File: src/hdl/pixel_false_color_mapper_macros.svh
// Assertion macros for the false color mapper checks.
`ifndef PIXEL_FALSE_COLOR_MAPPER_MACROS_SVH
`define PIXEL_FALSE_COLOR_MAPPER_MACROS_SVH

// same-cycle implication, clocked on clk, off during reset
`define PFCM_ASSERT_IMP(lbl, ante, cons) \
	lbl: assert property (@(posedge clk) disable iff (!arst_n) (ante) |-> (cons)) \
		else $error("pfcm check failed");

// next-cycle implication, clocked on clk, off during reset
`define PFCM_ASSERT_NXT(lbl, ante, cons) \
	lbl: assert property (@(posedge clk) disable iff (!arst_n) (ante) |=> (cons)) \
		else $error("pfcm check failed");

`endif

File: src/hdl/pfcm_pkg.sv
// Shared constants, types and the heat colormap knot table.
`default_nettype none
package pfcm_pkg;

	localparam int PIXEL_BITS_DEF = 16;
	localparam int FRAC_BITS_DEF  = 8;

	localparam int PIX_W      = 16;
	localparam int CH_W       = 8;
	localparam int DEPTH_W    = 5;
	localparam int MODE_W     = 2;
	localparam int CFG_IDX_W  = 1;
	localparam int CFG_DATA_W = 5;

	localparam logic [CFG_IDX_W-1:0] REG_BIT_DEPTH  = 1'b0;
	localparam logic [CFG_IDX_W-1:0] REG_COLOR_MODE = 1'b1;

	localparam logic [MODE_W-1:0] MODE_GREY = 2'd0;
	localparam logic [MODE_W-1:0] MODE_SAT  = 2'd1;
	localparam logic [MODE_W-1:0] MODE_HEAT = 2'd2;

	localparam logic [DEPTH_W-1:0] DEPTH_RESET = 5'd8;

	localparam int CH_RED   = 0;
	localparam int CH_GREEN = 1;
	localparam int CH_BLUE  = 2;

	typedef logic [CH_W-1:0] chan_t;
	typedef logic signed [CH_W:0] delta_t;

	function automatic chan_t heat_knot(input logic [3:0] idx, input logic [1:0] ch);
		logic [3*CH_W-1:0] rgb;
		begin
			case (idx)
				4'd0: rgb = {8'd0,   8'd0,   8'd0};
				4'd1: rgb = {8'd140, 8'd50,  8'd47};
				4'd2: rgb = {8'd255, 8'd196, 8'd0};
				4'd3: rgb = {8'd34,  8'd190, 8'd90};
				4'd4: rgb = {8'd0,   8'd225, 8'd255};
				4'd5: rgb = {8'd11,  8'd140, 8'd240};
				4'd6: rgb = {8'd0,   8'd0,   8'd255};
				4'd7: rgb = {8'd142, 8'd19,  8'd236};
				4'd8: rgb = {8'd255, 8'd255, 8'd255};
				default: rgb = '0;
			endcase
			case (ch)
				2'd0: heat_knot = rgb[CH_W-1:0];
				2'd1: heat_knot = rgb[2*CH_W-1:CH_W];
				2'd2: heat_knot = rgb[3*CH_W-1:2*CH_W];
				default: heat_knot = '0;
			endcase
		end
	endfunction

endpackage
`default_nettype wire

File: src/hdl/pfcm_chan.sv
// One heat map channel: knot plus rounded delta times fraction.
`default_nettype none
module pfcm_chan #(
	parameter int FRAC_BITS = pfcm_pkg::FRAC_BITS_DEF
) (
	input  wire pfcm_pkg::chan_t  lo,
	input  wire pfcm_pkg::delta_t delta,
	input  wire [FRAC_BITS:0]     frac,
	output pfcm_pkg::chan_t       value
);
	import pfcm_pkg::*;

	localparam int PRW = CH_W + FRAC_BITS + 3;

	logic signed [PRW-1:0] d_ext;
	logic signed [PRW-1:0] f_ext;
	logic signed [PRW-1:0] prod;
	logic signed [PRW-1:0] half;
	logic signed [PRW-1:0] sum;
	logic signed [PRW-1:0] q;
	logic signed [PRW-1:0] res;

	always_comb begin
		d_ext = PRW'(delta);
		f_ext = $signed(PRW'(frac));
		half  = $signed(PRW'(1) << (FRAC_BITS - 1));
		prod  = d_ext * f_ext;
		sum   = prod + half;
		q     = sum >>> FRAC_BITS;
		res   = q + $signed(PRW'(lo));
		value = res[CH_W-1:0];
	end

endmodule
`default_nettype wire

File: src/hdl/pixel_false_color_mapper.sv
// Top level: pixel to RGB false color mapper, five-stage pipeline.
//
//  channel   dir  handshake                        beat contents
//  s_axis    in   s_axis_tvalid / s_axis_tready    tdata[15:0] pixel
//  m_axis    out  m_axis_tvalid / m_axis_tready    tdata[23:0] red, green, blue
//  cfg       in   cfg_valid / cfg_ready            cfg_index, cfg_data
//
//  One beat per clock sustained while m_axis_tready stays high; each beat passes through stages 1 to 5 in order.
//  p/max is formed as the repeating binary fraction of p, built by shift-or doubling.
//  Each stage has its own valid and takes a beat when it is empty or its successor moves.
//  Reset clears stage valids; bit_depth resets to 8, color_mode to grey. cfg_ready is always high.
`default_nettype none
`include "pixel_false_color_mapper_macros.svh"
module pixel_false_color_mapper #(
	parameter int PIXEL_BITS = pfcm_pkg::PIXEL_BITS_DEF,
	parameter int FRAC_BITS  = pfcm_pkg::FRAC_BITS_DEF
) (
	input  wire                              clk,
	input  wire                              arst_n,
	input  wire                              cfg_valid,
	output logic                             cfg_ready,
	input  wire [pfcm_pkg::CFG_IDX_W-1:0]    cfg_index,
	input  wire [pfcm_pkg::CFG_DATA_W-1:0]   cfg_data,
	input  wire                              s_axis_tvalid,
	output logic                             s_axis_tready,
	input  wire [pfcm_pkg::PIX_W-1:0]        s_axis_tdata,   // [15:0] pixel
	output logic                             m_axis_tvalid,
	input  wire                              m_axis_tready,
	output logic [3*pfcm_pkg::CH_W-1:0]      m_axis_tdata    // [7:0] red, [15:8] green, [23:16] blue
);
	import pfcm_pkg::*;

	localparam int PW   = PIXEL_BITS;
	localparam int DW   = $clog2(PW + 1);
	localparam int XW   = PW + FRAC_BITS + 4;
	localparam int SHW  = $clog2(XW + 1);
	localparam int NDBL = $clog2(XW);
	localparam int HDBL = NDBL / 2;
	localparam int SAW  = DW + NDBL;
	localparam int UW   = FRAC_BITS + 4;
	localparam int GW   = XW + 9;

	// config registers
	logic [DEPTH_W-1:0] bit_depth_q;
	logic [MODE_W-1:0]  color_mode_q;

	assign cfg_ready = 1'b1;

	always_ff @(posedge clk or negedge arst_n) begin
		if (!arst_n) begin
			bit_depth_q  <= DEPTH_RESET;
			color_mode_q <= MODE_GREY;
		end else if (cfg_valid && cfg_ready) begin
			case (cfg_index)
				REG_BIT_DEPTH:  bit_depth_q  <= cfg_data[DEPTH_W-1:0];
				REG_COLOR_MODE: color_mode_q <= cfg_data[MODE_W-1:0];
				default: ;
			endcase
		end
	end

	// stage valids and ready chain
	logic v_s1, v_s2, v_s3, v_s4, v_s5;
	logic rdy1, rdy2, rdy3, rdy4, rdy5;

	assign rdy5 = !v_s5 || m_axis_tready;
	assign rdy4 = !v_s4 || rdy5;
	assign rdy3 = !v_s3 || rdy4;
	assign rdy2 = !v_s2 || rdy3;
	assign rdy1 = !v_s1 || rdy2;
	assign s_axis_tready = rdy1;

	always_ff @(posedge clk or negedge arst_n) begin
		if (!arst_n) begin
			v_s1 <= 1'b0;
			v_s2 <= 1'b0;
			v_s3 <= 1'b0;
			v_s4 <= 1'b0;
			v_s5 <= 1'b0;
		end else begin
			if (rdy1) v_s1 <= s_axis_tvalid;
			if (rdy2) v_s2 <= v_s1;
			if (rdy3) v_s3 <= v_s2;
			if (rdy4) v_s4 <= v_s3;
			if (rdy5) v_s5 <= v_s4;
		end
	end

	// stage 1: depth clamp, full scale, pixel clamp, mode decode
	logic [DW-1:0] d_eff;
	logic [PW-1:0] maxv;
	logic [PW-1:0] p_cl;
	logic          sat;

	always_comb begin
		if (bit_depth_q == '0)
			d_eff = DW'(1);
		else if (bit_depth_q > DEPTH_W'(PW))
			d_eff = DW'(PW);
		else
			d_eff = bit_depth_q[DW-1:0];
		maxv = {PW{1'b1}} >> (DW'(PW) - d_eff);
		p_cl = (s_axis_tdata > PIX_W'(maxv)) ? maxv : s_axis_tdata[PW-1:0];
		sat  = (p_cl >= maxv - PW'(1));
	end

	logic [PW-1:0] p_s1;
	logic [DW-1:0] d_s1;
	logic          heat_s1, red_s1;

	always_ff @(posedge clk) begin
		if (rdy1) begin
			p_s1    <= p_cl;
			d_s1    <= d_eff;
			heat_s1 <= (color_mode_q == MODE_HEAT);
			red_s1  <= (color_mode_q == MODE_SAT) && sat;
		end
	end

	// stage 2: align p at the binary point, first doublings of the repeat
	logic [XW-1:0] y_a;

	always_comb begin
		y_a = XW'(p_s1) << (SHW'(XW) - SHW'(d_s1));
		for (int k = 0; k < HDBL; k++)
			y_a = y_a | (y_a >> (SAW'(d_s1) << k));
	end

	logic [XW-1:0] y_s2;
	logic [DW-1:0] d_s2;
	logic          heat_s2, red_s2;

	always_ff @(posedge clk) begin
		if (rdy2) begin
			y_s2    <= y_a;
			d_s2    <= d_s1;
			heat_s2 <= heat_s1;
			red_s2  <= red_s1;
		end
	end

	// stage 3: remaining doublings, x = p/max truncated to XW fraction bits
	logic [XW-1:0] y_b;

	always_comb begin
		y_b = y_s2;
		for (int k = HDBL; k < NDBL; k++)
			y_b = y_b | (y_b >> (SAW'(d_s2) << k));
	end

	logic [XW-1:0] x_s3;
	logic          heat_s3, red_s3;

	always_ff @(posedge clk) begin
		if (rdy3) begin
			x_s3    <= y_b;
			heat_s3 <= heat_s2;
			red_s3  <= red_s2;
		end
	end

	// stage 4: grey level, heat position, segment, fraction, knots
	logic [GW-1:0]        gv;
	logic [UW-1:0]        xh;
	logic [UW:0]          xh1;
	logic [UW-1:0]        u;
	logic [UW-1:0]        um1;
	logic [2:0]           seg;
	logic [UW-1:0]        f_full;
	chan_t                lo_c [3];
	chan_t                hi_c [3];
	delta_t               dl_c [3];

	always_comb begin
		gv     = (GW'(x_s3) << 8) - GW'(x_s3) + (GW'(1) << (XW - 1));
		xh     = x_s3[XW-1 -: UW];
		xh1    = {1'b0, xh} + (UW + 1)'(1);
		u      = xh1[UW:1];
		um1    = u - UW'(1);
		seg    = (u == '0) ? 3'd0 : um1[FRAC_BITS+2:FRAC_BITS];
		f_full = u - (UW'(seg) << FRAC_BITS);
		for (int c = 0; c < 3; c++) begin
			lo_c[c] = heat_knot({1'b0, seg}, 2'(c));
			hi_c[c] = heat_knot({1'b0, seg} + 4'd1, 2'(c));
			dl_c[c] = $signed({1'b0, hi_c[c]}) - $signed({1'b0, lo_c[c]});
		end
	end

	chan_t              grey_s4;
	chan_t              lo_s4 [3];
	delta_t             dl_s4 [3];
	logic [FRAC_BITS:0] fr_s4;
	logic               heat_s4, red_s4;

	always_ff @(posedge clk) begin
		if (rdy4) begin
			grey_s4 <= gv[XW+CH_W-1:XW];
			fr_s4   <= f_full[FRAC_BITS:0];
			heat_s4 <= heat_s3;
			red_s4  <= red_s3;
			for (int c = 0; c < 3; c++) begin
				lo_s4[c] <= lo_c[c];
				dl_s4[c] <= dl_c[c];
			end
		end
	end

	// stage 5: heat interpolation and output select
	chan_t hv [3];

	for (genvar c = 0; c < 3; c++) begin : g_chan
		pfcm_chan #(
			.FRAC_BITS (FRAC_BITS)
		) u_chan (
			.lo    (lo_s4[c]),
			.delta (dl_s4[c]),
			.frac  (fr_s4),
			.value (hv[c])
		);
	end

	logic [3*CH_W-1:0] rgb_n;
	logic [3*CH_W-1:0] rgb_s5;

	always_comb begin
		if (heat_s4)
			rgb_n = {hv[CH_BLUE], hv[CH_GREEN], hv[CH_RED]};
		else if (red_s4)
			rgb_n = {CH_W'(0), CH_W'(0), {CH_W{1'b1}}};
		else
			rgb_n = {grey_s4, grey_s4, grey_s4};
	end

	always_ff @(posedge clk) begin
		if (rdy5)
			rgb_s5 <= rgb_n;
	end

	assign m_axis_tvalid = v_s5;
	assign m_axis_tdata  = rgb_s5;

	// checks
	`PFCM_ASSERT_NXT(a_s4_hold, v_s4 && !rdy5, v_s4 && $stable(grey_s4) && $stable(fr_s4))
	`PFCM_ASSERT_IMP(a_full_stall, !s_axis_tready, v_s1 && v_s2 && v_s3 && v_s4 && v_s5)
	`PFCM_ASSERT_IMP(a_frac_range, v_s4 && heat_s4, fr_s4 <= ((FRAC_BITS + 1)'(1) << FRAC_BITS))

endmodule
`default_nettype wire

File: config.mk
export PLATFORM = sky130hd
export DESIGN_NAME = pixel_false_color_mapper
export DESIGN_NICKNAME = d
export VERILOG_FILES = /design/src/hdl/pfcm_pkg.sv /design/src/hdl/pfcm_chan.sv /design/src/hdl/pixel_false_color_mapper.sv
export VERILOG_INCLUDE_DIRS = /design/src /design/src/hdl
export SDC_FILE = /design/constraint.sdc
export NUM_CORES = 1
export LEC_CHECK = 0
export ABC_AREA = 1
export BUFFER_PORTS_ARGS = -buffer_cell sky130_fd_sc_hd__buf_2
export CORE_MARGIN = 4
export CORE_UTILIZATION = 40
export CTS_CLUSTER_SIZE = 30
export DETAILED_ROUTE_END_ITERATION = 8
export PLACE_DENSITY_LB_ADDON = 0.05
export SLEW_MARGIN = 20
export SYNTH_ARGS = -nofsm -noshare
export SYNTH_HDL_FRONTEND = slang
export SYNTH_SLANG_ARGS = --single-unit
File: constraint.sdc
create_clock -name clk -period 10.7 [get_ports clk]
set_input_delay 1.605 -clock clk [delete_from_list [all_inputs] [get_ports clk]]
set_output_delay 1.605 -clock clk [all_outputs]
set_load 0.02 [all_outputs]
==> results of run 1 <==
-- cells in the final DEF (no fill, tap or decap), drive strengths merged, types with 11 or more instances in the layout --
cell / netlist / final
nand2: 777 / 777
inv: 527 / 535
nand3: 347 / 347
ha: 242 / 242
edfxtp: 178 / 178
fa: 156 / 156
nor2: 140 / 140
o21ai: 123 / 123
a21oi: 109 / 109
buf: 48 / 75
xor2: 46 / 46
nand4: 45 / 45
xnor2: 37 / 37
clkbuf: 81 / 17
nor3: 15 / 15
o31ai: 13 / 13
o21bai: 12 / 12
dfrtp: 11 / 11
-- layout make-up --
cell class / count / area (um^2)
Fill cell: 5769 / 32200
Multi-Input combinational cell: 2158 / 14700
Clock buffer: 17 / 425
Sequential cell: 190 / 5650
Timing Repair Buffer: 75 / 433
Inverter: 529 / 2000
Clock inverter: 15 / 163
Tap cell: 756 / 946
-- worst max-delay path: cells and delay by family, from the launching register on --
kind	cells	cell delay [ns]
flip-flops	1	0.40
AND/OR/NAND/NOR	13	2.14
buffers and inverters	7	1.07
AO/OA/AOI/OAI	14	2.43
adder cells (fa/ha/maj)	3	0.82
-- stage by stage --
step	setup slack, ns	utilization, %	hold slack, ns
after global placement	3.72	41.9	0.404
after CTS	3.52	43.0	0.431
after floorplan	3.93	-	0.400
after global routing	2.64	43.0	0.442
final	3.59	43.0	0.428
after detailed placement	3.52	41.9	0.412
-- how the worst min path moves through the flow --
stage	from	endpoint	cells past startpoint
detailed placement	heat_s3	heat_s4	0
CTS	heat_s3	heat_s4	0
global route	heat_s2	heat_s3	0
finish	heat_s2	heat_s3	0
global placement	heat_s3	heat_s4	0
floorplan	heat_s1	heat_s2	0
-- cells by family (layout without fill, tap and decap cells) --
logic type / after synthesis / after routing / synth area share (%)
mux: 2 / 2 / 0.0875
simple gates: 1337 / 1337 / 25.3
xor+xnor: 83 / 83 / 3.18
other cells: 1 / 1 / 0.0164
compound gates: 337 / 337 / 8.67
fa+ha+maj: 398 / 398 / 26.9
buf+inv: 658 / 636 / 11.2
flops: 190 / 190 / 24.7
-- registers in the layout, summed over array words and instances (netlist names), 2 cells and up --
name	cells
p_s1	16
d_s2	5
bit_depth_q	5
y_s2	28
fr_s4	9
x_s3	28
m_axis_tdata	24
lo_s4	21
grey_s4	8
dl_s4	26
d_s1	5
color_mode_q	2
-- metal layers --
| layer | vias up | wire [um] | GRT usage, % |
|---|---|---|---|
| li1 | 9667 | - | - |
| met1 | 9472 | 29700 | 29.7 |
| met2 | 436 | 32000 | 37.8 |
| met3 | 95 | 2290 | 2.42 |
| met4 | 0 | 2030 | 7.32 |
| met5 | - | 0 | 0 |
==> impl_metrics.toml, run 1 <==
[status]
outcome = "finished, final reports clean"

[min_path]
min_path_type = "flip-flop to flip-flop"

[drt]
drt_iter0_drc = 1407
via_per_inst = 5.26
drc_errors = 0
wire_per_inst_um = 17.7
num_vias = 19670
final_antenna_net_count = 0
firstDrtPassIters = 6
wirelength_um = 66000

[critical_path]
critPathMaxFanout = 27
max_stage_delay_ns = 0.54
rr_endpoint = "red_s1"
crit_top_cell = "nand2_1"
startpoint_type = "flip-flop"
end_kind = "flip-flop"
startpoint = "bit_depth_q[2]"
cp_data_required_time_ns = 10.94
crit_type = "flip-flop to flip-flop"
slowest_stage = "a21oi_1"
endpoint = "red_s1"
reg2regPathDepth = 37
worstPathArrival_ns = 7.35
r2r-start = "bit_depth_q[2]"
r2r_setup_slack_ns = 3.59

[placement]
gp_routability_congestion = 0.907
dp_hpwl_um = 52600
dpl_cell_area_mm2 = 0.0237
dpl.cell_count = 3708
place.port_buffers = 52

[logic_synthesis]
synthArstFlopShare_pct = 6.32
synth_edf_count = 178
ys.flop_type = "edfxtp_1"
ys_ff_latch = 190
ys_warn_count = 0
synth_top_area_cell = "edfxtp_1"
synth_cells = 3006
avgSynthCellArea_um2 = 7.61
netlist_top_cells_area = "edfxtp_1, fa_1, ha_1"
synth_cell_type_count = 66
synth_top_area_share_pct = 23.4
synth_most_common_cell = "nand2_1"
ys_seq_area_share_pct = 24.7
synth_nets = 3431
synth_common_cells = "nand2_1, inv_1, nand3_1, ha_1, edfxtp_1"
syn-cell-area_mm2 = 0.0229

[grt]
grt_pass1_vias = 19866
grt_max_degree = 69
antenna_found_initial = 0
gr-total-overflow = 0
grt_pass1_wl_um = 107000
grt.total_usage_pct = 22.2

[die]
dieArea_mm2 = 0.0611
die_h_um = 247
design.core.area_mm2 = 0.0565
ios = 54
die_w_um = 247
rows = 87
start_util_pct = 40.5

[timing]
period_minus_slack_ns = 7.11
tns_ns = 0
relSlewSlack_pct = 34.1
fmax_ghz = 0.141
setup_viol = 0
rsz0062_at_grt = "no"
worst-slew-pin-transition_ns = 0.987
fin_crit_sh_pct = 66.4
clock_skew_ns = 0.0168
final_hold_viol_count = 0
drv_slew = 0

[clock_tree]
clk_latency_ns = 0.48
path_clk_slew_ns = 0.08
cts_buffer_depth = 2
root_buffer = "clkbuf_16"
cts_buffers = 17
post_cts.repair.setup_buffers = 0
cts_tree = "done"
cts_max_level = 4
cts_sinks = 190
hold_buffers = 0
cts_resized = 0

[finish]
area_growth_pct = 6.12
drive_gt1_share_pct = 5.40
diodes = 0
fin_area_mm2 = 0.0243
nets = 3396
fin_cells = 3740

[run]
max_cap_violations = 0
Power of run 1 is not shown: default switching activity piles up to over one toggle a cycle in this logic, so the estimate is an artifact.
==> run 2: changes to the inputs <==
- clock period: 10.7 -> 7.3 ns (I/O delays scaled with it)
==> impl_metrics.toml, run 2 (synthesis gave the netlist of run 1 again) <==
[clock_tree]
cts_sinks = 190
cts_resized = 0
cts_tree = "done"
post_cts.repair.setup_buffers = 0
clk_latency_ns = 0.47
cts_buffers = 17
hold_buffers = 0
cts_max_level = 4
cts_buffer_depth = 2
path_clk_slew_ns = 0.08
root_buffer = "clkbuf_16"

[timing]
final_hold_viol_count = 0
fmax_ghz = 0.146
drv_slew = 0
relSlewSlack_pct = 33.5
rsz0062_at_grt = "no"
fin_crit_sh_pct = 93.5
holdWs_ns = 0.424
setup_viol = 0
worst-slew-pin-transition_ns = 0.992
clock_skew_ns = 0.0138
period_minus_slack_ns = 6.83
tns_ns = 0

[finish]
layout_common_cells = "nand2_1, inv_1, nand3_1"
drive_gt1_share_pct = 5.71
final_common_cell = "nand2_1"
reg_top3 = "x_s3 x28, y_s2 x28, dl_s4 x26"
diodes = 0
area_growth_pct = 6.70
fill_cells = 5812
nets = 3407

[placement]
gp_routability_congestion = 0.912
dp_hpwl_um = 53500
place.port_buffers = 52

[critical_path]
startpoint_type = "flip-flop"
max_stage_delay_ns = 0.72
worstPathArrival_ns = 7.04
r2r-start = "fr_s4[4]"
startpoint = "fr_s4[4]"
slowest_stage = "edfxtp_1"
end_kind = "flip-flop"
critPathMaxFanout = 15
crit_type = "flip-flop to flip-flop"
cp_data_required_time_ns = 7.51
crit_top_cell = "nand2_1"

[die]
rows = 87
die_h_um = 247
dieArea_mm2 = 0.0611
design.core.area_mm2 = 0.0565
ios = 54
die_w_um = 247
start_util_pct = 40.5

[drt]
via_per_inst = 5.26
final_antenna_net_count = 0
wire_per_inst_um = 17.6
firstDrtPassIters = 6
wirelength_um = 66200
num_vias = 19716
drc_errors = 0
drt_iter0_drc = 1369

[grt]
grt.total_usage_pct = 22.1
grt_pass1_vias = 19437
gr-total-overflow = 0
grt_max_degree = 68
grt_pass1_wl_um = 106000
antenna_found_initial = 1

[status]
outcome = "finished, final reports clean"

[min_path]
min_from = "heat_s3"
min_path_type = "flip-flop to flip-flop"

[run]
max_cap_violations = 0
==> run 2: changes by cell type in the layout (fill, tap and decap cells not counted), moves of 2 or more <==
| cell | before | now |
|---|---|---|
| inv_8 | 6 | 2 |
| clkinv_8 | 3 | 1 |
| bufinv_16 | 0 | 4 |
| buf_4 | 23 | 34 |
| clkinv_1 | 2 | 4 |
==> run 2: final cells by class <==
class                   count  area (um^2)  area share, %
multi-input cells        2158        14700           60.1
flip-flops and latches    190         5650           23.1
inverters                 529         2000           8.17
well taps                 756          946           3.87
repair buffers             86          515           2.11
clock buffers              18          429           1.76
clock inverters            14          206          0.846
==> run 2: per-stage QoR <==
stage	area [um^2]	std cells	worst slack [ns]	util, %
3_3_place_gp	23800	3719	0.651	42.1
4_1_cts	24400	3751	0.464	43.2
5_1_grt	24400	3751	0.00988	43.2
6_report	24400	3751	0.473	43.2
3_5_place_dp	23800	3719	0.457	42.1
2_1_floorplan	22900	3006	0.982	-
==> run 2: worst paths after layout <==
check | cells past startpoint | slack, ns | end
max in group asynchronous | 1 | 6.54 | bit_depth_q[3]
min in group asynchronous | 1 | 0.49 | v_s1
worst min register to register | 0 | 0.42 | heat_s4
worst max register to register | 30 | 0.47 | m_axis_tdata[23]
worst min-delay path | 0 | 0.42 | heat_s4
worst max-delay path | 30 | 0.47 | m_axis_tdata[23]
==> run 2: critical path, delay by kind of cell, from the launching register on <==
family | cells | cell delay (ns)
AO/OA/AOI/OAI | 6 | 1.26
buffers and inverters | 5 | 0.55
XOR/XNOR | 2 | 0.30
AND/OR/NAND/NOR | 10 | 0.83
flip-flops | 1 | 0.72
adder cells (fa/ha/maj) | 7 | 2.91
==> run 2: per-layer routing <==
metal	global-route usage [%]	up-vias	wire (um)	part of all wire [%]
met3	2.96	96	2450	3.7
met2	37.3	432	31800	48
met1	29.4	9494	29700	45
met4	7.47	2	2180	3.3
met5	0	-	13	0.020
li1	-	9692	-	-
Power of run 2 is left out for the same reason.
==> run 3: changes to the inputs <==
- REMOVE_ABC_BUFFERS: unset -> 1
==> impl_metrics.toml, run 3 (synthesis gave the netlist of run 1 again) <==
[timing]
setup_viol = 0
rsz0062_at_grt = "no"
period_minus_slack_ns = 6.78
tns_ns = 0
fin_crit_sh_pct = 92.9
final_hold_viol_count = 0
relSlewSlack_pct = 32.2
fmax_ghz = 0.147
worst-slew-pin-transition_ns = 1.02
drv_slew = 0
clock_skew_ns = 0.0241

[finish]
diodes = 0
layout_common_cells = "nand2_1, inv_1, nand3_1"
fin_util_pct = 43.3
reg_top3 = "x_s3 x28, y_s2 x28, dl_s4 x26"
area_growth_pct = 6.99
fill_cells = 5829
final_common_cell = "nand2_1"
drive_gt1_share_pct = 6.00
nets = 3413

[placement]
dp_hpwl_um = 58800
place.port_buffers = 52
gp_routability_congestion = 0.929

[grt]
grt.total_usage_pct = 24.5
gr-total-overflow = 0
antenna_found_initial = 0
grt_pass1_wl_um = 114000
grt_max_degree = 68
grt_pass1_vias = 19383

[critical_path]
critPathMaxFanout = 11
crit_buf_inv = 4
cp_top_family = "adder cells"
startpoint_type = "flip-flop"
crit_type = "flip-flop to flip-flop"
worstPathArrival_ns = 7.00
crit_top_cell = "nand2_1"
max_stage_delay_ns = 0.66
cp_data_required_time_ns = 7.51
slowest_stage = "edfxtp_1"
end_kind = "flip-flop"

[clock_tree]
cts_buffer_depth = 2
cts_sinks = 190
path_clk_slew_ns = 0.08
root_buffer = "clkbuf_16"
cts_resized = 0
cts_tree = "done"
cts_max_level = 4
clk_latency_ns = 0.49
cts_buffers = 17

[die]
rows = 87
die_w_um = 247
die_h_um = 247
start_util_pct = 40.5
dieArea_mm2 = 0.0611
ios = 54
design.core.area_mm2 = 0.0565

[drt]
wirelength_um = 73300
via_per_inst = 5.28
num_vias = 19828
drt_iter0_drc = 1528
drc_errors = 0
wire_per_inst_um = 19.5
firstDrtPassIters = 8
final_antenna_net_count = 0

[min_path]
min_path_type = "flip-flop to flip-flop"

[status]
outcome = "finished, final reports clean"

[run]
max_cap_violations = 0
[run 3: routing by layer]
layer / routed length, um / track usage [%] / share of wire, %
met1: 32200 / 32.2 / 44
met2: 34800 / 40.6 / 47
met3: 2990 / 3.26 / 4.1
met4: 3290 / 10.1 / 4.5
met5: 0 / 0 / 0
[run 3: stage by stage]
stage | instances | cell area (um^2) | worst slack, ns | hold slack (ns)
2_1_floorplan | 2877 | 22300 | 0.987 | 0.400
3_3_place_gp | 3721 | 23800 | 0.503 | 0.404
3_5_place_dp | 3721 | 23800 | 0.392 | 0.405
4_1_cts | 3753 | 24400 | 0.371 | 0.423
5_1_grt | 3757 | 24500 | 0.0214 | 0.443
6_report | 3757 | 24500 | 0.516 | 0.423
[run 3: final cells by class]
cell class                      count  area [um^2]  area share (%)
Timing Repair Buffer               92          561            2.29
Clock inverter                     15          228           0.930
Inverter                          529         2000            8.15
Clock buffer                       17          425            1.74
Tap cell                          756          946            3.86
Multi-Input combinational cell   2158        14700            60.0
Sequential cell                   190         5650            23.1
[run 3: worst register-to-register path, delay by kind of cell, from the launching register on]
family / cells / cell delay [ns]
compound gates: 6 / 1.29
xor+xnor: 2 / 0.30
fa+ha+maj: 7 / 3.15
buf+inv: 4 / 0.21
flops: 1 / 0.66
simple gates: 10 / 0.91
[run 3: worst paths after layout]
| path | start | endpoint | slack (ns) | depth (start not counted) |
|---|---|---|---|---|
| max | fr_s4[4] | m_axis_tdata[23] | 0.52 | 29 |
| min in group asynchronous | arst_n | m_axis_tvalid | 0.46 | 1 |
| max reg2reg | fr_s4[4] | m_axis_tdata[23] | 0.52 | 29 |
| min | red_s2 | red_s3 | 0.42 | 0 |
| max in group asynchronous | arst_n | bit_depth_q[3] | 6.57 | 1 |
| min reg2reg | red_s2 | red_s3 | 0.42 | 0 |
[run 3: timing repair]
item	CTS	global route
endpoints found under the setup margin	0	1
setup buffers	0	4
endpoints found under the hold margin	0	0
hold buffers	0	0
Power of run 3 is left out for the same reason.
